==> config.mk <==
export PLATFORM = sky130hd
export DESIGN_NAME = hssc_addr_gen
export DESIGN_NICKNAME = d
export VERILOG_FILES = /design/src/hdl/hssc_pkg.sv /design/src/hdl/hssc_addr_gen.sv
export SDC_FILE = /design/constraint.sdc
export NUM_CORES = 1
export LEC_CHECK = 0
export ABC_AREA = 1
export BUFFER_PORTS_ARGS = -buffer_cell sky130_fd_sc_hd__buf_2
export CORE_UTILIZATION = 50
export CTS_BUF_LIST = sky130_fd_sc_hd__clkbuf_8
export CTS_CLUSTER_DIAMETER = 80
export DETAILED_ROUTE_END_ITERATION = 10
export GPL_TIMING_DRIVEN = 0
export PLACE_DENSITY_LB_ADDON = 0.25
export RECOVER_POWER = 100
export SYNTH_ARGS = -nofsm -noshare
export SYNTH_HDL_FRONTEND = slang
export SYNTH_SLANG_ARGS = --single-unit
==> constraint.sdc <==
create_clock -name clock -period 3.9 [get_ports clock]
set_input_delay 0.975 -clock clock [delete_from_list [all_inputs] [get_ports clock]]
set_output_delay 0.975 -clock clock [all_outputs]
set_load 0.02 [all_outputs]
==> src/hdl/hssc_pkg.sv <==
// Shared types, constants and helpers of the seven-point stencil core.
`default_nettype none
package hssc_pkg;

   localparam int DATA_W    = 32;
   localparam int POS_W     = 7;
   localparam int CSR_IDX_W = 3;
   localparam int SIZE_CAP  = 64;

   // widths inside the arithmetic pipe
   localparam int DIFF_W = DATA_W + 3;        // e + w - 2c
   localparam int PROD_W = DATA_W + 1 + DIFF_W; // unsigned coeff times diff
   localparam int PSUM_W = PROD_W + 1;
   localparam int ACC_W  = PROD_W + 2;
   localparam int FRAC_W = 16;

   typedef enum logic [CSR_IDX_W-1:0] {
      REG_SIZE_X  = 3'd0,
      REG_SIZE_Y  = 3'd1,
      REG_SIZE_Z  = 3'd2,
      REG_COEFF_X = 3'd3,
      REG_COEFF_Y = 3'd4,
      REG_COEFF_Z = 3'd5
   } csr_index_type;

   // flags of one accepted beat, from the address generator to the pipe
   typedef struct packed {
      logic hit;   // beat completes an owned point
      logic last;  // that point is the final one of the grid
   } point_type;

   // zero counts as one, anything above the limit counts as the limit
   function automatic logic [POS_W-1:0] eff_size(logic [POS_W-1:0] v,
                                                 logic [POS_W-1:0] lim);
      logic [POS_W-1:0] r;
      begin
         if (v == '0) r = POS_W'(1);
         else if (v > lim) r = lim;
         else r = v;
         return r;
      end
   endfunction

endpackage
`default_nettype wire

==> src/hdl/hssc_addr_gen.sv <==
// Padded-grid position counters and plane buffer addressing.
`default_nettype none
module hssc_addr_gen #(
   parameter int MAX_X = 64,
   parameter int MAX_Y = 64,
   parameter int MAX_Z = 64,
   parameter int SAW   = 14,
   parameter int PAW   = 13
) (
   input  wire logic                      clock,
   input  wire logic                      reset,
   input  wire logic                      accept,
   input  wire logic [hssc_pkg::POS_W-1:0] size_x,
   input  wire logic [hssc_pkg::POS_W-1:0] size_y,
   input  wire logic [hssc_pkg::POS_W-1:0] size_z,
   output hssc_pkg::point_type            point,
   output logic [PAW-1:0]                 here_addr,
   output logic [SAW-1:0]                 in_addr,
   output logic [SAW-1:0]                 ctr_addr,
   output logic [SAW-1:0]                 east_addr,
   output logic [SAW-1:0]                 west_addr,
   output logic [SAW-1:0]                 north_addr,
   output logic [SAW-1:0]                 south_addr
);
   import hssc_pkg::*;

   localparam int ROW_LEN   = MAX_X + 2;
   localparam int PLANE_LEN = (MAX_X + 2) * (MAX_Y + 2);
   localparam int LIM_X     = (MAX_X < SIZE_CAP) ? MAX_X : SIZE_CAP;
   localparam int LIM_Y     = (MAX_Y < SIZE_CAP) ? MAX_Y : SIZE_CAP;
   localparam int LIM_Z     = (MAX_Z < SIZE_CAP) ? MAX_Z : SIZE_CAP;

   logic [POS_W-1:0] pos_x_ff, pos_y_ff, pos_z_ff;
   logic [POS_W-1:0] pos_x_in, pos_y_in, pos_z_in;
   logic [POS_W-1:0] ex, ey, ez, ez1;
   logic [SAW-1:0]   here_w, in_off, mid_off;

   assign ex  = eff_size(size_x, POS_W'(LIM_X));
   assign ey  = eff_size(size_y, POS_W'(LIM_Y));
   assign ez  = eff_size(size_z, POS_W'(LIM_Z));
   assign ez1 = ez + POS_W'(1);

   // raster walk over the padded grid, x fastest
   always_comb begin
      pos_x_in = pos_x_ff + POS_W'(1);
      pos_y_in = pos_y_ff;
      pos_z_in = pos_z_ff;
      if (pos_x_ff >= ex + POS_W'(1)) begin
         pos_x_in = '0;
         if (pos_y_ff >= ey + POS_W'(1)) begin
            pos_y_in = '0;
            pos_z_in = (pos_z_ff >= ez1) ? '0 : pos_z_ff + POS_W'(1);
         end else begin
            pos_y_in = pos_y_ff + POS_W'(1);
         end
      end
   end

   always_ff @(posedge clock) begin
      if (reset) begin
         pos_x_ff <= '0;
         pos_y_ff <= '0;
         pos_z_ff <= '0;
      end else if (accept) begin
         pos_x_ff <= pos_x_in;
         pos_y_ff <= pos_y_in;
         pos_z_ff <= pos_z_in;
      end
   end

   // owned point whose upper neighbor is this beat
   assign point.hit = (pos_x_ff >= POS_W'(1)) && (pos_x_ff <= ex) &&
                      (pos_y_ff >= POS_W'(1)) && (pos_y_ff <= ey) &&
                      (pos_z_ff >= POS_W'(2)) && (pos_z_ff <= ez1);
   assign point.last = (pos_x_ff == ex) && (pos_y_ff == ey) && (pos_z_ff == ez1);

   // plane-local offset, then plane selection by z parity
   assign here_w  = SAW'(pos_y_ff) * SAW'(ROW_LEN) + SAW'(pos_x_ff);
   assign in_off  = pos_z_ff[0] ? SAW'(PLANE_LEN) : '0;
   assign mid_off = pos_z_ff[0] ? '0 : SAW'(PLANE_LEN);

   assign here_addr  = here_w[PAW-1:0];
   assign in_addr    = in_off + here_w;
   assign ctr_addr   = mid_off + here_w;
   assign east_addr  = mid_off + here_w + SAW'(1);
   assign west_addr  = mid_off + here_w - SAW'(1);
   assign north_addr = mid_off + here_w + SAW'(ROW_LEN);
   assign south_addr = mid_off + here_w - SAW'(ROW_LEN);

endmodule
`default_nettype wire

==> summary by stage, run 1 <==
Run status
The run stopped with a tool error. The stage where the run ended is global routing. The tool reported: "[ERROR GRT-0232] Routing congestion too high. Check the congestion heatmap in the GUI".

Synth
The number of storage elements in the synthesis netlist is 21. The biggest area contributor in the post-synthesis netlist is sky130_fd_sc_hd__ha_1. The average size of a mapped cell is 6.43 sq um. The share of synthesized area in the top cell type comes to 18.6%. The adder-cell share of the synthesized area is 19.5%. The number of nets produced by synthesis is 804. After synthesis, the cell types taking the most area are sky130_fd_sc_hd__ha_1, sky130_fd_sc_hd__nand2_1, sky130_fd_sc_hd__dfxtp_1, sky130_fd_sc_hd__xor2_1, sky130_fd_sc_hd__inv_1. Summing the areas of all compound-gate instances in the mapped netlist gives 8.99% of the synthesized area. In the post-synthesis netlist, the cell with the most instances is sky130_fd_sc_hd__nand2_1. After synthesis, the largest family of logic cells by area is simple AND/OR/NAND/NOR gates. The most used flip-flop cell after synthesis is sky130_fd_sc_hd__dfxtp_1.

Summing the areas of all xor and xnor instances in the mapped netlist gives 11.7% of the synthesized area. By count the netlist is led by sky130_fd_sc_hd__nand2_1, sky130_fd_sc_hd__inv_1, sky130_fd_sc_hd__ha_1. The instance count of the mapped netlist is 710. The post-synthesis cell type count is 49. In the synthesized netlist the async set-or-reset flop fraction comes to 0%. The Yosys step of the flow raised 0 warnings. The area share of and/or/nand/nor cells after synthesis is 39.2%. After synthesis, flip-flops and latches occupy 9.21% of the total area. The total standard cell area after synthesis is ~4600 sq um.

Multiplexer cells account for 0% of the synthesized area. Counting flops with a built-in enable in the synthesized netlist gives 0.

Die
The floorplan step set the die height to 97.6 microns. The starting utilization of the core area is 52.1%. The standard-cell row count is 34.

The floorplan step set the die width to a little under 100 microns. Pin placement for this block handled 123 I/O pins.

Clock network
The largest buffer count on any clock path is 2. In this run the number of H-tree levels came out at 1. The number of buffers created by CTS is 3. The sink count of the clock tree is 21. CTS placed an instance of sky130_fd_sc_hd__clkbuf_8 at the clock tree root.

Global routing
The total global routing track utilization is 72.0%. The global-route congestion overflow total is 18. Entering global routing, the biggest net connects 13 pins.

Placed design
The placed instances occupy a cell area of 5710 sq um. The final weighted congestion of routability-driven global placement is 0.854. Buffers placed on the I/O ports in this run total 122.

The total half-perimeter wirelength after legalization and detailed placement is approximately 9800 microns.

Timing
After the last repair the worst path ends at a primary output. After global-route timing repair, the worst endpoint was east_addr[13].
-- logic make-up after synthesis --
group | Yosys count
AND/OR/NAND/NOR | 364
adder cells (fa/ha/maj) | 70
flip-flops | 21
buffers and inverters | 125
AO/OA/AOI/OAI | 72
XOR/XNOR | 58
-- repair_timing --
| action | CTS |
|---|---|
| hold buffers | 0 |
| endpoints found under the setup margin | 52 |
| setup buffers | 70 |
| gates resized for setup | 149 |
| pin swaps | 71 |
| gates cloned | 1 |
-- metal layers --
layer	GRT usage [%]	GRT overflow
met4	68.2	10
met3	60.1	1
met1	69.9	0
met5	26.4	0
met2	89.7	7
-- per-stage QoR --
stage                     setup TNS (ps)  cells  worst slack (ps)  hold slack [ps]
after global placement             -9630    940              -596              512
after floorplan                     -846    710              -145              481
after CTS                          -6000   1013              -487              530
after detailed placement          -12210    940              -706              519
==> inputs of run 2 (changes only) <==
- CORE_UTILIZATION: 50 -> 40
- CTS_BUF_LIST: sky130_fd_sc_hd__clkbuf_8 -> unset
- CTS_CLUSTER_DIAMETER: 80 -> unset
- PLACE_DENSITY_LB_ADDON: 0.25 -> 0.15
- clock period: 3.9 -> 5.1 ns (I/O delays scaled with it)
==> run 2 against run 1 <==
Compared with the run above:
- area after synthesis unchanged
- the run now ends clean
- synthesized cell count stayed put
==> summary by stage, run 2 <==
Synth
After synthesis, the cell types taking the most area are sky130_fd_sc_hd__ha_1, sky130_fd_sc_hd__nand2_1, sky130_fd_sc_hd__dfxtp_1, sky130_fd_sc_hd__xor2_1, sky130_fd_sc_hd__inv_1. The share of flip-flops with an asynchronous set or reset was 0% (unchanged). The sequential share of the synthesized area is 9.21% (unchanged). The count of yosys warnings during synthesis is 0 (unchanged). The total standard cell area after synthesis is 4570 sq um (unchanged).

For this run, the leading register cell type out of synthesis is sky130_fd_sc_hd__dfxtp_1. The average size of a mapped cell is 6.43 sq um (unchanged). Ranked by instance count, the synthesized netlist is headed by sky130_fd_sc_hd__nand2_1, sky130_fd_sc_hd__inv_1, sky130_fd_sc_hd__ha_1. The number of enable-type register cells in the synthesized netlist is 0 (unchanged). The post-synthesis cell type count is 49 (unchanged). By instance count, the leading cell after synthesis is sky130_fd_sc_hd__nand2_1. The most area-hungry cell type in the Yosys netlist is sky130_fd_sc_hd__ha_1. The number of nets produced by synthesis was 804 (unchanged). The number of storage elements in the synthesis netlist is 21 (unchanged). The instance count of the mapped netlist came to 710 (unchanged). The fraction of synthesized cell area taken by the top area cell type was 18.6% (unchanged).

Drt
Dividing the detail-routed wire length by the instance count gives 12.3 microns. The detailed router finished its first iteration with 218 violations. Summing over every cut layer, the via total after detailed routing is 4879. In the routed design, unresolved DRC markers number 0.

The remaining antenna violation count is 0. For this run, the detailed router's first-pass iteration total came to 4. After detailed routing, the number of vias per cell comes to ~5.0.

The overall routed net length is 12100 microns.

Cells and area
The antenna diode instance count is 0. After routing the design area is 5520 sq um. The finished layout holds 981 standard cells, fillers aside. The post-route netlist has between 20% and 30% of its cells at a drive strength greater than 1. The number of nets in the layout is 936. The largest registers in the layout are pos_x_ff: 7 flops, pos_y_ff: 7 flops, pos_z_ff: 7 flops. Compared with the post-synthesis result, the final layout area differs by 20.8%. The top cell types in the final layout, fill and taps aside, are sky130_fd_sc_hd__nand2_1, sky130_fd_sc_hd__inv_1, sky130_fd_sc_hd__ha_1. The most common library cell in the layout ignoring fill and taps is sky130_fd_sc_hd__nand2_1.

Global routing
The initial antenna violation count is 0. Entering global routing, the biggest net connects 14 pins. Global routing used 19.8% of the available tracks across all layers. The via count of the first global-routing pass is 4470.

Summed over all layers, the global routing overflow is 0. The first global-routing pass estimated between 15000 and 20000 microns of wire.

Placed design
The total half-perimeter wirelength after legalization and detailed placement was 10000 microns (+2.0%). The number of placed instances with taps included is 972 (+3.4%). The port buffer count is 122 (unchanged). The post-placement cell area is 5350 sq um (-6.3%). The final weighted congestion of routability-driven global placement came to 0.858 (+0.46%).

Die
The width of the die is 109 microns (+12%). After floorplanning, the core was sized to cover 11000 sq um. The die covers 11800 sq um.

The number of ports placed on the die boundary is 123 (unchanged). The starting utilization of the core area is 41.6% (-11 points). The die height is 109 microns (+12%). The standard-cell row count came to 38 (+12%).

Pwr
The analysis attributes to cell leakage a power of 2.95 nW. The highest ir drop seen on vdd is 0.000119 V. The share of total power in the clock network is 29.5%. Of the total power, registers draw 29.8%. Net switching is 38.6% of the power. The switching power summed over all nets is 0.223 mW. The part of the power in combinational logic is between 40% and 50%.

Dividing total power by cell area gives a power density of around 100 nW/um^2. The internal power is 0.353 mW. Total power for the finished layout comes to a little under 0.6 mW.

Clock network
The maximum level of the CTS H-tree is 1 (unchanged). The clock network latency to the later pin of the worst-skew pair is 260 ps. The sink count of the clock tree is 21 (unchanged). In this run the clock root is driven by a sky130_fd_sc_hd__clkbuf_16. The post-CTS clock slew at the launch and capture registers of the worst setup and hold paths is 60 ps. The number of buffers created by CTS is 3 (unchanged).

The TritonCTS clock tree is built. The number of hold-repair buffers added at the cts stage came to 0 (unchanged). The largest buffer count on any clock path is 2 (unchanged).

Critical path
The worst setup path is launched from an input port. The required time at the worst-slack endpoint is around 3800 ps. For flop-to-flop paths, the worst setup slack is 1590 ps. Data on the critical path arrives at its endpoint at roughly 3800 ps. The largest fanout of any net on the critical path is 2. The kind of critical path is in2out. STA classifies the critical path endpoint as an output pin.

Min path
The worst hold path belongs to the class reg2reg.

Timing
Based on the critical path, the design can be clocked at up to 0.197 GHz. The max-slew violation total from the final report was 0. The portion of the clock cycle consumed by the worst path in the final layout is between 90 and 100%. Across the routed clock network, the largest skew measured is 10.1 ps. The remaining max-slew budget at the tightest pin is 66.5%. The final period demand of the worst path is roughly 5100 ps. Setup violations remaining at the end of the flow were counted as 0. Setup repair after global routing could not meet its margin everywhere.

At the pin with the least slew margin, the transition time is around 500 ps. Final hold analysis gives a worst-case slack of 531 ps. The number of hold violations in the final report came to 0.

Job
Across the run, the number of max-cap violations was 0.

Run status
The run finished with clean final reports.
-- run 2: metal layers --
| metal | vias to the layer above | track usage, % | routed length (microns) |
|---|---|---|---|
| li1 | 2573 | - | - |
| met1 | 2175 | 24.2 | 5520 |
| met2 | 117 | 38.2 | 5860 |
| met3 | 14 | 1.08 | 554 |
| met4 | 0 | 3.28 | 138 |
| met5 | - | 0 | 0 |
-- run 2: stage by stage --
| stage | setup WS [ps] | utilization, % | TNS (ps) |
|---|---|---|---|
| 4_1_cts | 2.42 | 49.7 | 0 |
| 5_1_grt | -156 | 50.3 | -1090 |
| 2_1_floorplan | 105 | - | 0 |
| 3_3_place_gp | -69.2 | 48.7 | -113 |
| 3_5_place_dp | -132 | 48.7 | -226 |
| 6_report | 15.6 | 50.3 | 0 |
-- run 2: what timing repair did --
action,CTS,global route
gates resized for setup,5,32
setup buffers,0,5
pin swaps,0,14
setup endpoints to repair,10,29
-- run 2: final timing paths --
| check | from | end | cells after the start |
|---|---|---|---|
| setup / recovery | size_z[0] | point[1] | 16 |
| hold / removal | pos_y_ff[0] | pos_y_ff[0] | 2 |
| setup reg to reg | pos_x_ff[0] | pos_z_ff[2] | 13 |
| hold reg to reg | pos_y_ff[0] | pos_y_ff[0] | 2 |
-- run 2: kinds of logic (layout without fill, tap and decap cells) --
group | Yosys count | count (layout) | synth area share, %
AO/OA/AOI/OAI | 72 | 72 | 8.99
flip-flops | 21 | 21 | 9.21
XOR/XNOR | 58 | 58 | 11.7
AND/OR/NAND/NOR | 364 | 364 | 39.2
adder cells (fa/ha/maj) | 70 | 70 | 19.5
buffers and inverters | 125 | 256 | 11.5
-- run 2: power groups by stage --
stage,Clock [mW],Combinational [mW],Sequential [mW]
2_1_floorplan,0,0.161,0.174
3_3_place_gp,0,0.226,0.176
3_5_place_dp,0,0.231,0.176
4_1_cts,0.172,0.233,0.172
5_1_grt,0.178,0.262,0.172
6_report,0.170,0.234,0.172
-- run 2: worst max-delay path, stage by stage --
cell and delay, ps:
sky130_fd_sc_hd__buf_6 100, sky130_fd_sc_hd__nor4_4 240, sky130_fd_sc_hd__nand3_1 140, sky130_fd_sc_hd__o21bai_1 220, sky130_fd_sc_hd__nand2_1 110, sky130_fd_sc_hd__inv_2 80, sky130_fd_sc_hd__ha_4 130, sky130_fd_sc_hd__nand3_2 80
sky130_fd_sc_hd__nor2_1 110, sky130_fd_sc_hd__a21oi_1 80, sky130_fd_sc_hd__ha_1 310, sky130_fd_sc_hd__nand3_2 110, sky130_fd_sc_hd__nor4_4 350, sky130_fd_sc_hd__inv_2 80, sky130_fd_sc_hd__a211oi_2 230, sky130_fd_sc_hd__buf_4 170
-- run 2: final cells by class --
cell class | instances | area, sq um
buffer | 14 | 104
clock buffer | 3 | 75.1
clock inverter | 1 | 7.51
fill | 1179 | 5460
inverter | 111 | 419
multi-input combinational | 564 | 3710
sequential | 21 | 428
tap | 140 | 175
timing repair buffer | 127 | 598
(Power assumes the default switching activity.)
